--- config.mk ---
export PLATFORM = sky130hd
export DESIGN_NAME = rrco_rotate
export DESIGN_NICKNAME = d
export VERILOG_FILES = /design/src/rtl/core/rrco_pkg.sv /design/src/rtl/core/rrco_rotate.sv
export SDC_FILE = /design/constraint.sdc
export NUM_CORES = 2
export LEC_CHECK = 0
export BUFFER_PORTS_ARGS = -buffer_cell sky130_fd_sc_hd__buf_2
export CAP_MARGIN = 5
export CORE_UTILIZATION = 35
export CTS_BUF_LIST = sky130_fd_sc_hd__clkbuf_4 sky130_fd_sc_hd__clkbuf_8 sky130_fd_sc_hd__clkbuf_16
export CTS_CLUSTER_DIAMETER = 150
export DETAILED_ROUTE_END_ITERATION = 10
export PLACE_DENSITY_LB_ADDON = 0.05
export SYNTH_ARGS = -nofsm -noshare
export SYNTH_HDL_FRONTEND = slang
export SYNTH_SLANG_ARGS = --single-unit
--- constraint.sdc ---
create_clock -name clk -period 7.1 [get_ports clk]
set_clock_uncertainty 0.15 [all_clocks]
set_input_delay 0.71 -clock clk [delete_from_list [all_inputs] [get_ports clk]]
set_output_delay 0.71 -clock clk [all_outputs]
set_load 0.1 [all_outputs]
--- src/rtl/core/rrco_pkg.sv ---
package rrco_pkg;

    // Field widths
    localparam int COORD_WIDTH = 24;
    localparam int ANGLE_WIDTH = 16;
    localparam int EXT_W       = COORD_WIDTH - 1;   // half extents and radius
    localparam int DIFF_W      = COORD_WIDTH + 1;   // circle minus rectangle center

    // Trig values in Q1.15
    localparam int TRIG_W     = 16;
    localparam int TRIG_SHIFT = 15;
    localparam int TRIG_MAX   = 32767;
    localparam int TRIG_HALF  = 16384;

    // Rotation datapath
    localparam int PROD_W = TRIG_W + DIFF_W;
    localparam int SUM_W  = PROD_W + 1;
    localparam int P_W    = DIFF_W + 2;   // rotated point, signed
    localparam int E_W    = P_W + 1;      // distance past an edge, signed
    localparam int SQ_W   = 2 * EXT_W;

    // CORDIC in Q4.30 with angles in 2^-32 turn
    localparam int CORDIC_W      = 34;
    localparam int CORDIC_STEPS  = 18;
    localparam int CORDIC_STAGES = CORDIC_STEPS / 2;
    localparam int TURN_W        = 32;
    localparam int QUARTER_W     = TURN_W - 2;

    localparam logic signed [CORDIC_W-1:0] CORDIC_X0 = CORDIC_W'(652032874);

    localparam logic signed [CORDIC_W-1:0] ATAN_TURNS [CORDIC_STEPS] = '{
        CORDIC_W'(536870912), CORDIC_W'(316933406), CORDIC_W'(167458908),
        CORDIC_W'(85004756),  CORDIC_W'(42667331),  CORDIC_W'(21354465),
        CORDIC_W'(10679838),  CORDIC_W'(5340245),   CORDIC_W'(2670163),
        CORDIC_W'(1335087),   CORDIC_W'(667544),    CORDIC_W'(333772),
        CORDIC_W'(166886),    CORDIC_W'(83443),     CORDIC_W'(41722),
        CORDIC_W'(20861),     CORDIC_W'(10430),     CORDIC_W'(5215)
    };

    // Quadrant of the rotation angle
    typedef enum logic [1:0] {
        QUAD_0   = 2'd0,
        QUAD_90  = 2'd1,
        QUAD_180 = 2'd2,
        QUAD_270 = 2'd3
    } quad_t;

    // Query geometry carried beside the trig pipeline
    typedef struct packed {
        logic signed [DIFF_W-1:0] d0;
        logic signed [DIFF_W-1:0] d1;
        logic [EXT_W-1:0]         hw;
        logic [EXT_W-1:0]         hd;
        logic [EXT_W-1:0]         r;
    } query_t;

    // Rotated point with the extents it is tested against
    typedef struct packed {
        logic signed [P_W-1:0] p0;
        logic signed [P_W-1:0] p1;
        logic [EXT_W-1:0]      hw;
        logic [EXT_W-1:0]      hd;
        logic [EXT_W-1:0]      r;
    } point_t;

endpackage

--- src/rtl/core/rrco_rotate.sv ---
module rrco_rotate (
    input  logic                               clk,
    input  logic                               rst_n,
    input  logic                               en,
    input  logic                               in_valid,
    input  logic signed [rrco_pkg::TRIG_W-1:0] cos_q15,
    input  logic signed [rrco_pkg::TRIG_W-1:0] sin_q15,
    input  rrco_pkg::query_t                   in_query,
    output logic                               out_valid,
    output rrco_pkg::point_t                   out_point
);

    localparam int PW = rrco_pkg::PROD_W;
    localparam int SW = rrco_pkg::SUM_W;

    logic                  valid_mul_reg;
    logic signed [PW-1:0]  cd0_reg, sd1_reg, cd1_reg, sd0_reg;
    logic [rrco_pkg::EXT_W-1:0] hw_mul_reg, hd_mul_reg, r_mul_reg;

    logic                  valid_sum_reg;
    rrco_pkg::point_t      point_reg, point_next;
    logic signed [SW-1:0]  sum0, sum1, sh0, sh1;

    // Form the four products
    always_ff @(posedge clk or negedge rst_n)
    begin
        if (!rst_n)
        begin
            valid_mul_reg <= 1'b0;
            valid_sum_reg <= 1'b0;
        end
        else if (en)
        begin
            valid_mul_reg <= in_valid;
            valid_sum_reg <= valid_mul_reg;
        end
    end

    always_ff @(posedge clk)
    begin
        if (en)
        begin
            cd0_reg    <= PW'(cos_q15) * PW'(in_query.d0);
            sd1_reg    <= PW'(sin_q15) * PW'(in_query.d1);
            cd1_reg    <= PW'(cos_q15) * PW'(in_query.d1);
            sd0_reg    <= PW'(sin_q15) * PW'(in_query.d0);
            hw_mul_reg <= in_query.hw;
            hd_mul_reg <= in_query.hd;
            r_mul_reg  <= in_query.r;
        end
    end

    // Combine and round back to the coordinate grid
    always_comb
    begin
        sum0 = SW'(cd0_reg) - SW'(sd1_reg) + SW'(rrco_pkg::TRIG_HALF);
        sum1 = SW'(cd1_reg) + SW'(sd0_reg) + SW'(rrco_pkg::TRIG_HALF);
        sh0  = sum0 >>> rrco_pkg::TRIG_SHIFT;
        sh1  = sum1 >>> rrco_pkg::TRIG_SHIFT;
        point_next.p0 = sh0[rrco_pkg::P_W-1:0];
        point_next.p1 = sh1[rrco_pkg::P_W-1:0];
        point_next.hw = hw_mul_reg;
        point_next.hd = hd_mul_reg;
        point_next.r  = r_mul_reg;
    end

    always_ff @(posedge clk)
    begin
        if (en)
        begin
            point_reg <= point_next;
        end
    end

    assign out_valid = valid_sum_reg;
    assign out_point = point_reg;

endmodule

==> After elaboration in Yosys (flattened, before gate mapping) <==
Cells that the tools add are included.
{ "classes": {"add_sub_neg": 4, "n_mul": 4} }
{ "op_table": {"columns": ["cell", "n"], "rows": [
  ["multiplier 16 x 25 -> 41 bit", 4],
  ["adder 42 x 16 -> 42 bit (second input constant)", 2],
  ["adder 41 x 41 -> 42 bit", 1],
  ["subtractor 41 x 41 -> 42 bit", 1]
]} }
{ "totals": {"regBits": 358, "in_bits": 155, "out_inout_bits": 124, "wordCells": 22} }

==> Depth between registers and ports, before layout <==
{ "logic_depth": {"ltp_word": 2, "depth_mapped": 26, "mapped_depth_nobuf": 25} }

==> Worst setup path after synthesis <==
OpenSTA, ideal clock, no wires.
{ "synth_timing": {"path_kind": "input-to-reg", "from": "in sin_q15[7] in the netlist's numbering", "to": "reg sd1_reg[39], data pin", "setup_time_ps": 263, "arrival_time_ps": 6519, "required_ps": 6687, "slack_ps": 169, "path_stages": 23, "path_buffers": 2, "cell_sequence": "clkbuf_1 > clkbuf_1 > nand2_1 > fa_1 > inv_1 > fa_1 > fa_1 > fa_1 > fa_1 > inv_1 > fa_1 > inv_1 > ha_1 > and3_1 > nand2_1 > or2_2 > o211ai_1 > a311oi_2 > o2111ai_1 > o211ai_1 > o31ai_1 > o41ai_2 > xnor2_1"} }
{ "synth_via": {"elab_chain_len": 1} }
{ "synth_lines": {"columns": ["item", "line_no", "text"], "rows": [
  ["start, declared", "rrco_rotate.sv:7", "input logic signed [rrco_pkg::TRIG_W-1:0] sin_q15,"],
  ["multiplier 16 x 25 -> 41 bit", "rrco_rotate.sv:44", "sd1_reg <= PW'(sin_q15) * PW'(in_query.d1);"],
  ["end signal, assigned", "rrco_rotate.sv:44", null],
  ["end, declared", "rrco_rotate.sv:17", "logic signed [PW-1:0] cd0_reg, sd1_reg, cd1_reg, sd0_reg;"]
]} }
Every way passes these cells.
A chain may end at the register's enable or synchronous reset.

==> Worst setup path after layout <==
{ "layout_timing": {"from": "in in_query[109] in the netlist's numbering", "to": "reg cd0_reg[37], data pin"} }
{ "layout_via": {"elab_chain_len": 1} }
{ "layout_lines": {"columns": ["item", "line_no", "text"], "rows": [
  ["start, declared", "rrco_rotate.sv:8", "input rrco_pkg::query_t in_query,"],
  ["multiplier 16 x 25 -> 41 bit", "rrco_rotate.sv:43", "cd0_reg <= PW'(cos_q15) * PW'(in_query.d0);"],
  ["end signal, assigned", "rrco_rotate.sv:43", null],
  ["end, declared", "rrco_rotate.sv:17", null]
]} }
Every way passes these cells.

==> flow_metrics.py <==
metrics = {
    "outcome": {
        "status": "completed",
    },
    "cts": {
        "root_buffer": "clkbuf_16",
        "cts_tree": "yes",
        "htreeDepth": 2,
        "clkTransAtPathRegs_ns": 0.06,
        "max-clock-path-buffers": 3,
        "clock_sinks": 358,
        "clk_latency_ns": 0.71,
        "cts_made_buffers": 51,
    },
    "synthesis": {
        "yosysUniqueCellTypes": 77,
        "synth_most_common_cell": "inv_1",
        "synth_area_leaders": "fa_1, edfxtp_1, ha_1, inv_1, and2_1",
        "syn_area_sq_um": 72000,
        "netlist_top_cells_count": "inv_1, fa_1, nand2_1",
        "synth_edf_count": 356,
        "synth_seq_cells": 358,
        "ys_seq_area_share_pct": 14.9,
        "synth.net_count": 9657,
        "synth_ff_type": "edfxtp_1",
        "syn_avg_cell_area_sq_um": 9.74,
        "synth_area_leader_cell": "fa_1",
        "postSynthCellCount": 7392,
        "yosys.area.top_type_share_pct": 43.2,
        "yosysWarnings": 0,
        "ys_async_sr_fraction_pct": 0.559,
    },
    "drt": {
        "drt.antenna.violating_nets": 0,
        "drt_iter0_drc": 2650,
        "drt_pass1_iterations": 7,
        "post_drt_wl_per_cell_um": 19.3,
        "vias": 51200,
        "viasPerCell": 4.64,
        "wirelength_mm": 213,
        "drc_errors": 0,
    },
    "cells_and_area": {
        "final_area_sq_um": 85500,
        "syn_to_final_growth_pct": 18.8,
        "largest_reg_flops": 123,
        "nets": 10500,
        "layout-drive-gt1-share_pct": 14.6,
        "fillers": 20400,
    },
    "placement": {
        "place_congestion": 0.883,
        "dp_hpwl_mm": 182,
        "place_area_sq_um": 82800,
        "port_buffers": 278,
    },
    "floorplanning": {
        "dieArea_sq_um": 207000,
        "die_w_um": 456,
        "die_h_um": 456,
        "core_sq_um": 205000,
        "initial_core_util_pct": 35.2,
        "ios": 279,
        "rows": 166,
    },
    "setup_path": {
        "worstSetupPathType": "in -> reg",
        "arrival_ns": 7.20,
        "worstSetupStartpointType": "primary input",
        "cp-end-kind": "flip-flop",
        "crit_fanout": 10,
        "cp.required_ns": 7.40,
    },
    "grt": {
        "grt_pass1_wl_mm": 341,
        "antenna_found_initial": 21,
        "gr-total-overflow": 0,
        "grt_start_max_net_pins": 136,
        "grtUsageTotal_pct": 21.6,
        "grt_pass1_vias": 57000,
    },
    "timing": {
        "finalHoldViolations": 0,
        "drv_slew": 0,
        "layout_min_cycle_time_ns": 6.91,
        "fin_crit_sh_pct": 97.3,
        "max_freq_mhz": 145,
        "max-slew-margin-rel_pct": 22.4,
        "setup_violations": 0,
        "tightest_slew_ns": 1.16,
    },
    "job": {
        "maxCapViolations": 0,
    },
    "worst_hold_path": {
        "min_path_type": "in -> reg",
    },
}
-- final cells by class --
class,count,area [sq um],area share (%)
flip-flops and latches,358,10700,12.6
repair buffers,1166,9460,11.1
multi-input cells,4859,53200,62.2
inverters,1846,6930,8.11
diodes,21,52.6,0.0615
clock buffers,57,1320,1.55
well taps,2688,3360,3.93
clock inverters,38,450,0.527
-- routing by layer --
layer / wire length (um) / up-vias / track usage (%) / share of wire, %
met1: 95300 / 26500 / 29.0 / 45
met4: 8300 / 4 / 7.25 / 3.9
li1: - / 23800 / - / -
met3: 6610 / 182 / 1.86 / 3.1
met5: 31 / - / 0 / 0.015
met2: 103000 / 823 / 36.5 / 48
-- stage by stage --
step           instances  util [%]  setup TNS [ns]  setup slack (ns)  hold WS (ns)
3_3_place_gp       10800      40.5          -23.73            -0.707         0.250
4_1_cts            11000      41.7               0            0.0723      0.000211
2_1_floorplan       7392         -               0             0.169         0.250
5_1_grt            11000      41.8        -0.00619          -0.00619       0.00917
6_report           11000      41.8               0             0.195        0.0678
3_5_place_dp       10800      40.5          -22.83            -0.681         0.255
-- path summary, 6_finish.rpt --
kind	slack (ns)	cells past startpoint	start	to
worst max-delay path	0.19	27	in_query[109]	cd0_reg[37]$_DFFE_PP_
worst min-delay path	0.07	1	in_query[67]	hw_mul_reg[21]$_DFFE_PP_
worst max register to register	2.18	13	sd1_reg[14]$_DFFE_PP_	out_point[111]$_DFFE_PP_
worst min register to register	0.27	0	hw_mul_reg[20]$_DFFE_PP_	out_point[66]$_DFFE_PP_
max in group asynchronous	6.53	2	rst_n	valid_mul_reg$_DFFE_PN0P_
min in group asynchronous	0.18	2	rst_n	out_valid$_DFFE_PN0P_
-- worst max-delay path, stage by stage --
cell and delay [ns]:
buf_2 0.25, buf_4 0.21, and2_1 0.14, fa_1 0.47, inv_1 0.05, fa_1 0.54
inv_1 0.06, fa_1 0.49, inv_1 0.06, fa_1 0.60, fa_1 0.45, fa_1 0.49
inv_1 0.04, ha_1 0.30, nand3_1 0.13, nor2_1 0.25, buf_4 0.17, o2111ai_1 0.15
a21oi_2 0.25, a21oi_1 0.20, buf_4 0.21, o21ai_2 0.21, a31oi_1 0.11, buf_4 0.17
o211ai_1 0.18, o211ai_1 0.13, xnor2_1 0.14
-- cells in the final DEF (no fill, tap or decap), drive strengths merged, types with 7 or more instances in the layout --
cell type	instances
edfxtp	356
a21oi	168
inv	1847
nand3	36
dlygate4sd3	68
a2111oi	7
nor2	191
or3	13
and3	20
a31oi	9
nand2b	45
clkbuf	66
clkinv	26
diode	21
o211ai	15
o2111ai	8
o21ai	84
a211o	10
a211oi	25
ha	558
xnor2	156
nor2b	19
and2	643
a21o	101
nor3	31
fa	1552
o21a	29
xor2	55
buf	1089
nand4	18
o21bai	28
nand2	952
o31ai	7
-- cells by family after synthesis --
kind of cell | Yosys count | share of synthesized area, %
AOI/OAI and AO/OA | 546 | 5.03
xor gates and xnor gates | 211 | 2.57
adders and majority gates | 2110 | 52.9
buffers and inverters | 2175 | 11.3
DFF | 358 | 14.9
muxes | 2 | 0.0313
and+or+nand+nor | 1990 | 13.2
-- timing repair --
| item | in CTS | in global routing |
|---|---|---|
| buffers inserted | 0 | 2 |
| endpoints found under the setup margin | 0 | 29 |
| hold buffers | 68 | 0 |
| hold endpoints to repair | 69 | 0 |
| gates resized for setup | 0 | 28 |
Power is not shown: default switching activity piles up to over one toggle a cycle in this logic, so the estimate is an artifact.
