$ cat src/rtl/core/rrco_pkg.sv
package rrco_pkg;

    // Field widths
    localparam int COORD_WIDTH = 24;
    localparam int ANGLE_WIDTH = 16;
    localparam int EXT_W       = COORD_WIDTH - 1;   // half extents and radius
    localparam int DIFF_W      = COORD_WIDTH + 1;   // circle minus rectangle center

    // Trig values in Q1.15
    localparam int TRIG_W     = 16;
    localparam int TRIG_SHIFT = 15;
    localparam int TRIG_MAX   = 32767;
    localparam int TRIG_HALF  = 16384;

    // Rotation datapath
    localparam int PROD_W = TRIG_W + DIFF_W;
    localparam int SUM_W  = PROD_W + 1;
    localparam int P_W    = DIFF_W + 2;   // rotated point, signed
    localparam int E_W    = P_W + 1;      // distance past an edge, signed
    localparam int SQ_W   = 2 * EXT_W;

    // CORDIC in Q4.30 with angles in 2^-32 turn
    localparam int CORDIC_W      = 34;
    localparam int CORDIC_STEPS  = 18;
    localparam int CORDIC_STAGES = CORDIC_STEPS / 2;
    localparam int TURN_W        = 32;
    localparam int QUARTER_W     = TURN_W - 2;

    localparam logic signed [CORDIC_W-1:0] CORDIC_X0 = CORDIC_W'(652032874);

    localparam logic signed [CORDIC_W-1:0] ATAN_TURNS [CORDIC_STEPS] = '{
        CORDIC_W'(536870912), CORDIC_W'(316933406), CORDIC_W'(167458908),
        CORDIC_W'(85004756),  CORDIC_W'(42667331),  CORDIC_W'(21354465),
        CORDIC_W'(10679838),  CORDIC_W'(5340245),   CORDIC_W'(2670163),
        CORDIC_W'(1335087),   CORDIC_W'(667544),    CORDIC_W'(333772),
        CORDIC_W'(166886),    CORDIC_W'(83443),     CORDIC_W'(41722),
        CORDIC_W'(20861),     CORDIC_W'(10430),     CORDIC_W'(5215)
    };

    // Quadrant of the rotation angle
    typedef enum logic [1:0] {
        QUAD_0   = 2'd0,
        QUAD_90  = 2'd1,
        QUAD_180 = 2'd2,
        QUAD_270 = 2'd3
    } quad_t;

    // Query geometry carried beside the trig pipeline
    typedef struct packed {
        logic signed [DIFF_W-1:0] d0;
        logic signed [DIFF_W-1:0] d1;
        logic [EXT_W-1:0]         hw;
        logic [EXT_W-1:0]         hd;
        logic [EXT_W-1:0]         r;
    } query_t;

    // Rotated point with the extents it is tested against
    typedef struct packed {
        logic signed [P_W-1:0] p0;
        logic signed [P_W-1:0] p1;
        logic [EXT_W-1:0]      hw;
        logic [EXT_W-1:0]      hd;
        logic [EXT_W-1:0]      r;
    } point_t;

endpackage

$ cat src/rtl/core/rrco_region.sv
module rrco_region (
    input  logic             clk,
    input  logic             rst_n,
    input  logic             en,
    input  logic             in_valid,
    input  rrco_pkg::point_t in_point,
    output logic             out_valid,
    output logic             overlap
);

    localparam int PW = rrco_pkg::P_W;
    localparam int EW = rrco_pkg::E_W;
    localparam int XW = rrco_pkg::EXT_W;
    localparam int QW = rrco_pkg::SQ_W;

    // Stage valid bits: abs, edge distance, squares, result
    logic valid_abs_reg, valid_ex_reg, valid_sq_reg, valid_hit_reg;

    logic [PW-1:0]          a0_reg, a1_reg;
    logic [XW-1:0]          hw_abs_reg, hd_abs_reg, r_abs_reg;

    logic signed [EW-1:0]   ex_reg, ey_reg, ex_next, ey_next;
    logic [XW-1:0]          r_ex_reg;

    logic                   outx_reg, outy_reg, ltx_reg, lty_reg;
    logic [QW-1:0]          sqx_reg, sqy_reg, sqr_reg;
    logic signed [EW-1:0]   r_ext;

    logic                   hit_reg, hit_next;
    logic [QW:0]            sq_sum;

    always_ff @(posedge clk or negedge rst_n)
    begin
        if (!rst_n)
        begin
            valid_abs_reg <= 1'b0;
            valid_ex_reg  <= 1'b0;
            valid_sq_reg  <= 1'b0;
            valid_hit_reg <= 1'b0;
        end
        else if (en)
        begin
            valid_abs_reg <= in_valid;
            valid_ex_reg  <= valid_abs_reg;
            valid_sq_reg  <= valid_ex_reg;
            valid_hit_reg <= valid_sq_reg;
        end
    end

    // Fold the point into the first quadrant
    always_ff @(posedge clk)
    begin
        if (en)
        begin
            a0_reg     <= in_point.p0[PW-1] ? PW'(-in_point.p0) : PW'(in_point.p0);
            a1_reg     <= in_point.p1[PW-1] ? PW'(-in_point.p1) : PW'(in_point.p1);
            hw_abs_reg <= in_point.hw;
            hd_abs_reg <= in_point.hd;
            r_abs_reg  <= in_point.r;
        end
    end

    // Measure how far the point lies past each edge
    always_comb
    begin
        ex_next = $signed({1'b0, a0_reg}) - $signed({{(EW - XW){1'b0}}, hw_abs_reg});
        ey_next = $signed({1'b0, a1_reg}) - $signed({{(EW - XW){1'b0}}, hd_abs_reg});
    end

    always_ff @(posedge clk)
    begin
        if (en)
        begin
            ex_reg   <= ex_next;
            ey_reg   <= ey_next;
            r_ex_reg <= r_abs_reg;
        end
    end

    // Classify the region and square the corner distances
    assign r_ext = $signed({{(EW - XW){1'b0}}, r_ex_reg});

    always_ff @(posedge clk)
    begin
        if (en)
        begin
            outx_reg <= !ex_reg[EW-1] && (ex_reg != '0);
            outy_reg <= !ey_reg[EW-1] && (ey_reg != '0);
            ltx_reg  <= ex_reg < r_ext;
            lty_reg  <= ey_reg < r_ext;
            sqx_reg  <= QW'(ex_reg[XW-1:0]) * QW'(ex_reg[XW-1:0]);
            sqy_reg  <= QW'(ey_reg[XW-1:0]) * QW'(ey_reg[XW-1:0]);
            sqr_reg  <= QW'(r_ex_reg) * QW'(r_ex_reg);
        end
    end

    // Decide the hit by region
    always_comb
    begin
        sq_sum = (QW + 1)'(sqx_reg) + (QW + 1)'(sqy_reg);
        if (outx_reg && outy_reg)
            hit_next = ltx_reg && lty_reg && (sq_sum < (QW + 1)'(sqr_reg));
        else if (outx_reg)
            hit_next = ltx_reg;
        else if (outy_reg)
            hit_next = lty_reg;
        else
            hit_next = 1'b1;
    end

    always_ff @(posedge clk)
    begin
        if (en)
        begin
            hit_reg <= hit_next;
        end
    end

    assign out_valid = valid_hit_reg;
    assign overlap   = hit_reg;

endmodule

$ cat config.mk
export PLATFORM = sky130hd
export DESIGN_NAME = rrco_region
export DESIGN_NICKNAME = d
export VERILOG_FILES = /design/src/rtl/core/rrco_pkg.sv /design/src/rtl/core/rrco_region.sv
export SDC_FILE = /design/constraint.sdc
export NUM_CORES = 2
export LEC_CHECK = 0
export ABC_AREA = 1
export BUFFER_PORTS_ARGS = -buffer_cell sky130_fd_sc_hd__buf_4
export CAP_MARGIN = 20
export CORE_ASPECT_RATIO = 1.5
export CORE_MARGIN = 5
export CORE_UTILIZATION = 56
export CTS_CLUSTER_DIAMETER = 150
export CTS_CLUSTER_SIZE = 8
export DETAILED_ROUTE_END_ITERATION = 12
export GPL_ROUTABILITY_DRIVEN = 0
export PLACE_DENSITY = 0.78
export SYNTH_ARGS = -nofsm -noshare
export SYNTH_HDL_FRONTEND = slang
export SYNTH_SLANG_ARGS = --single-unit
$ cat constraint.sdc
create_clock -name clk -period 10.2 [get_ports clk]
set_input_delay 0.51 -clock clk [delete_from_list [all_inputs] [get_ports clk]]
set_output_delay 0.51 -clock clk [all_outputs]
set_load 0.01 [all_outputs]
After elaboration in Yosys (flattened, before gate mapping):

Index checks and enable logic that the tools add are counted.

* $add $sub $neg: 5
* $mul: 3
* $lt $le $gt $ge: 3
* muxes and demuxes: 5
* reductions and logical operators: 9

Operator list (number)
* 23-bit by 23-bit multiplier with 46-bit output: 3
* 28-bit by 24-bit < comparator with 1-bit output: 2
* 28-bit nonzero test: 2
* 27-bit by 23-bit subtractor with 28-bit output: 2
* 27-bit negator: 2
* 26-bit two-way mux: 2
* 46-bit by 46-bit adder with 47-bit output: 1
* 47-bit by 46-bit < comparator with 1-bit output: 1
* 1-bit logical AND: 5
* 1-bit two-way mux: 3
* 1-bit logical NOT: 2

* register bits: 349
* bits of input ports: 127
* output and inout port bits: 2
* word-level logic and storage cells: 47

Longest topological paths before layout:

* depth after elaboration: 4
* mapped depth: 30
* gate-level depth less buffers: 29

Least setup slack after synthesis:

No wires, ideal clock.

* path type: register -> register
* start point: reg ey_reg[2]
* end point: reg sqy_reg[45], data pin
* setup time: 260 ps
* arrival: 5840 ps
* data required time: 9940 ps
* slack: 4100 ps
* stages on the path, launching flop included: 26
* path buffers: 2
* period minus slack after synthesis: 6100 ps
* path through: edfxtp_1 > clkbuf_1 > clkbuf_1 > nand2_1 > inv_1 > fa_1 > inv_1 > fa_1 > fa_1 > inv_1 > fa_1 > inv_1 > fa_1 > inv_1 > fa_1 > fa_1 > ha_1 > nand2_2 > inv_1 > a21oi_1 > nor2_1 > nor2_1 > o21ai_0 > nand2_1 > nand3_1 > xor2_1

* longest elaborated chain between the ends: 1

RTL lines
* start, declared: line rrco_region.sv:22 `logic signed [EW-1:0] ex_reg, ey_reg, ex_next, ey_next;`
* start signal, assigned: line rrco_region.sv:75 `ey_reg <= ey_next;`
* 23-bit by 23-bit multiplier with 46-bit output: line rrco_region.sv:92 `sqy_reg <= QW'(ey_reg[XW-1:0]) * QW'(ey_reg[XW-1:0]);`
* end signal, assigned: line rrco_region.sv:92
* end, declared: line rrco_region.sv:26 `logic [QW-1:0] sqx_reg, sqy_reg, sqr_reg;`

Every way passes these cells.
A chain may end at the register's enable or synchronous reset.

Final worst setup path:

* start point: reg ex_reg[17]
* end point: reg sqx_reg[38], data pin

* longest elaborated chain between the ends: 1

RTL lines
* start, declared: line rrco_region.sv:22
* start signal, assigned: line rrco_region.sv:74 `ex_reg <= ex_next;`
* 23-bit by 23-bit multiplier with 46-bit output: line rrco_region.sv:91 `sqx_reg <= QW'(ex_reg[XW-1:0]) * QW'(ex_reg[XW-1:0]);`
* end signal, assigned: line rrco_region.sv:91
* end, declared: line rrco_region.sv:26

Every way passes these cells.

==> qor.yml <==
status: "completed"
hold_start: "in_point[12]"
layout_commonest_cell: "inv_1"
placed_area_sq_mm: 0.0706
vias: 53084
cp.required_ps: 10590
layout_common_cells: "2,289 x inv_1, 1,505 x nand2_1, 1,158 x fa_1"
maxCapViolations: 0
worst_path_largest_cell_delay_ps: 1130
grt_max_degree: 175
rsz0062_at_grt: "no"
worst_clock_skew_ps: 54.7
die_area_sq_mm: 0.128
hold_violations: 0
drive_above_1_share: 0.0465
antenna_left: 0
cts-buffers-inserted: 49
drc_errors: 0
syn_nets: 10014
setup_tns_ps: 0
path_class: "reg2reg"
avgViaCountPerCell: 5.47
reg2reg_from: "ex_reg[17]"
synthArstFlopShare: 0.0116
fin_ws_ps: 3030
final-max-slew-violation-count: 0
worst_pin_slew_ps: 1180
io_buffers: 128
synthDistinctLibCells: 50
clk_pin_slew_ps: 70
seq_area_frac_synth: 0.153
grt_pass1_wl_um: 286000
path_cells: "nand2_1 -> fa_1 -> inv_1 -> fa_1 -> inv_1 -> fa_1 -> inv_1 -> fa_1 -> fa_1 -> fa_1 -> inv_1 -> fa_1 -> inv_1 -> ha_1 -> nand2_1 -> nor2_1 -> inv_1 -> nor2_1 -> inv_1 -> nor2_1 -> nand3_1 -> nand3_1 -> xor2_1"
endpoint_kind: "register"
clock-root-buffer: "clkbuf_16"
syn-mean-instance-area_sq_um: 8.44
crit_path_start: "ex_reg[17]"
synth_edf_count: 342
fp.dieW_um: 294
wirelength_um: 175000
yosysWarnings: 0
io_pins: 129
grt_antenna_before_repair: 1
worstHoldPathType: "in2reg"
max_freq_mhz: 140
drt-pass1-iter-count: 10
pre_cts_ws_ps: 3110
fill_cells: 10075
relSlewSlack: 0.215
fp.coreArea_sq_mm: 0.120
cts_resized: 0
num_rows: 156
start_kind: "register"
ys_ff_latch: 346
post-route-cell-area_sq_mm: 0.0720
syn_area_sq_mm: 0.0678
cts.sinks: 346
synth_cells: 8031
syn2layout_area_growth_pct: 6.23
cp_slowest_cell: "edfxtp_1"
synth_flop_cell: "edfxtp_1"
die_h_um: 436
post-dp-hpwl_um: 143000
htree_levels: 2
cts_tree: "yes"
fin_crit_sh: 0.702
period_minus_slack_ps: 7170
clk_latency_ps: 650
finalNetCount: 10097
wl_per_cell_um: 18.1
whs_ps: 57.6
track_usage: 0.277
start_util: 0.563
setup-violations-final: 0
grt_pass1_vias: 58491
overflow: 0
cts_buffer_depth: 3
drtIter0Drc: 3936
worstPathMaxFanout: 25
crit_arrival_ps: 7550
-- logic make-up after synthesis --
family | count (synthesis) | share of synthesized area
AND/OR/NAND/NOR | 2399 | 0.146
buffers and inverters | 2472 | 0.137
AO/OA/AOI/OAI | 666 | 0.0560
adder cells (fa/ha/maj) | 1856 | 0.471
XOR/XNOR | 292 | 0.0377
flip-flops | 346 | 0.153
-- final timing paths --
| check | end | slack (ps) | cells past startpoint |
|---|---|---|---|
| max in group asynchronous | valid_abs_reg | 9860 | 2 |
| worst min register to register | r_ex_reg[21] | 410 | 0 |
| worst max-delay path | sqx_reg[38] | 3030 | 23 |
| worst min-delay path | r_abs_reg[12] | 60 | 1 |
| min in group asynchronous | out_valid | 240 | 2 |
| worst max register to register | sqx_reg[38] | 3030 | 23 |
-- metal layers --
layer | GRT usage | part of all wire | vias up
met5 | 0 | 0.000074 | -
met4 | 0.186 | 0.084 | 2
met3 | 0.0400 | 0.068 | 913
met2 | 0.501 | 0.51 | 2330
met1 | 0.299 | 0.33 | 25697
li1 | - | - | 24142
-- cells in the mapped netlist, types with 7 or more instances --
cell type,n,area (sq um)
inv_1,2289,8590
nand2_1,1505,5650
fa_1,1158,23200
ha_1,698,8730
nor2_1,483,1810
edfxtp_1,342,10300
a21oi_1,326,1630
xor2_1,212,1860
nand3_1,192,961
clkbuf_1,161,604
o21ai_0,150,751
xnor2_1,80,701
nor3_1,44,220
nand4_1,43,269
o21bai_1,43,323
a21o_1,36,270
nand2_2,32,200
a31oi_1,28,175
nor4_1,22,138
inv_2,21,78.8
o21a_1,17,128
a21boi_0,15,113
nor2_2,14,87.6
nor3_2,14,140
or2_2,13,81.3
o21ai_1,12,60.1
and3_1,10,62.6
o211ai_1,10,75.1
a21oi_2,8,70.1
nand3b_1,7,52.6
-- per-stage QoR --
step | util | cells
finish | 0.598 | 9707
CTS | 0.598 | 9702
detailed placement | 0.587 | 9640
global route | 0.598 | 9704
global placement | 0.587 | 9640
floorplan | - | 8031
-- critical path, delay by kind of cell (launching register included) --
kind / cells / cell delay [ps]
XOR/XNOR: 1 / 90
buffers and inverters: 7 / 470
flip-flops: 1 / 1130
adder cells (fa/ha/maj): 8 / 4070
AND/OR/NAND/NOR: 7 / 1190
-- timing repair --
| item | in CTS | in global routing |
|---|---|---|
| setup endpoints to repair | 0 | 0 |
| endpoints found under the hold margin | 4 | 0 |
| setup buffers | 0 | 0 |
| hold buffers | 1 | 0 |
-- area by class of cell --
class                      count  area [sq um]  share of cell area
multi-input combinational   5213         48200               0.669
sequential                   346         10400               0.144
inverter                    2310          8670               0.120
tap                         1580          1980              0.0274
timing repair buffer         194          1510              0.0209
clock buffer                  57          1260              0.0174
clock inverter                 4          88.8             0.00123
antenna                        3          7.51            0.000104
Power is not shown: default switching activity piles up to over one toggle a cycle in this logic, so the estimate is an artifact.
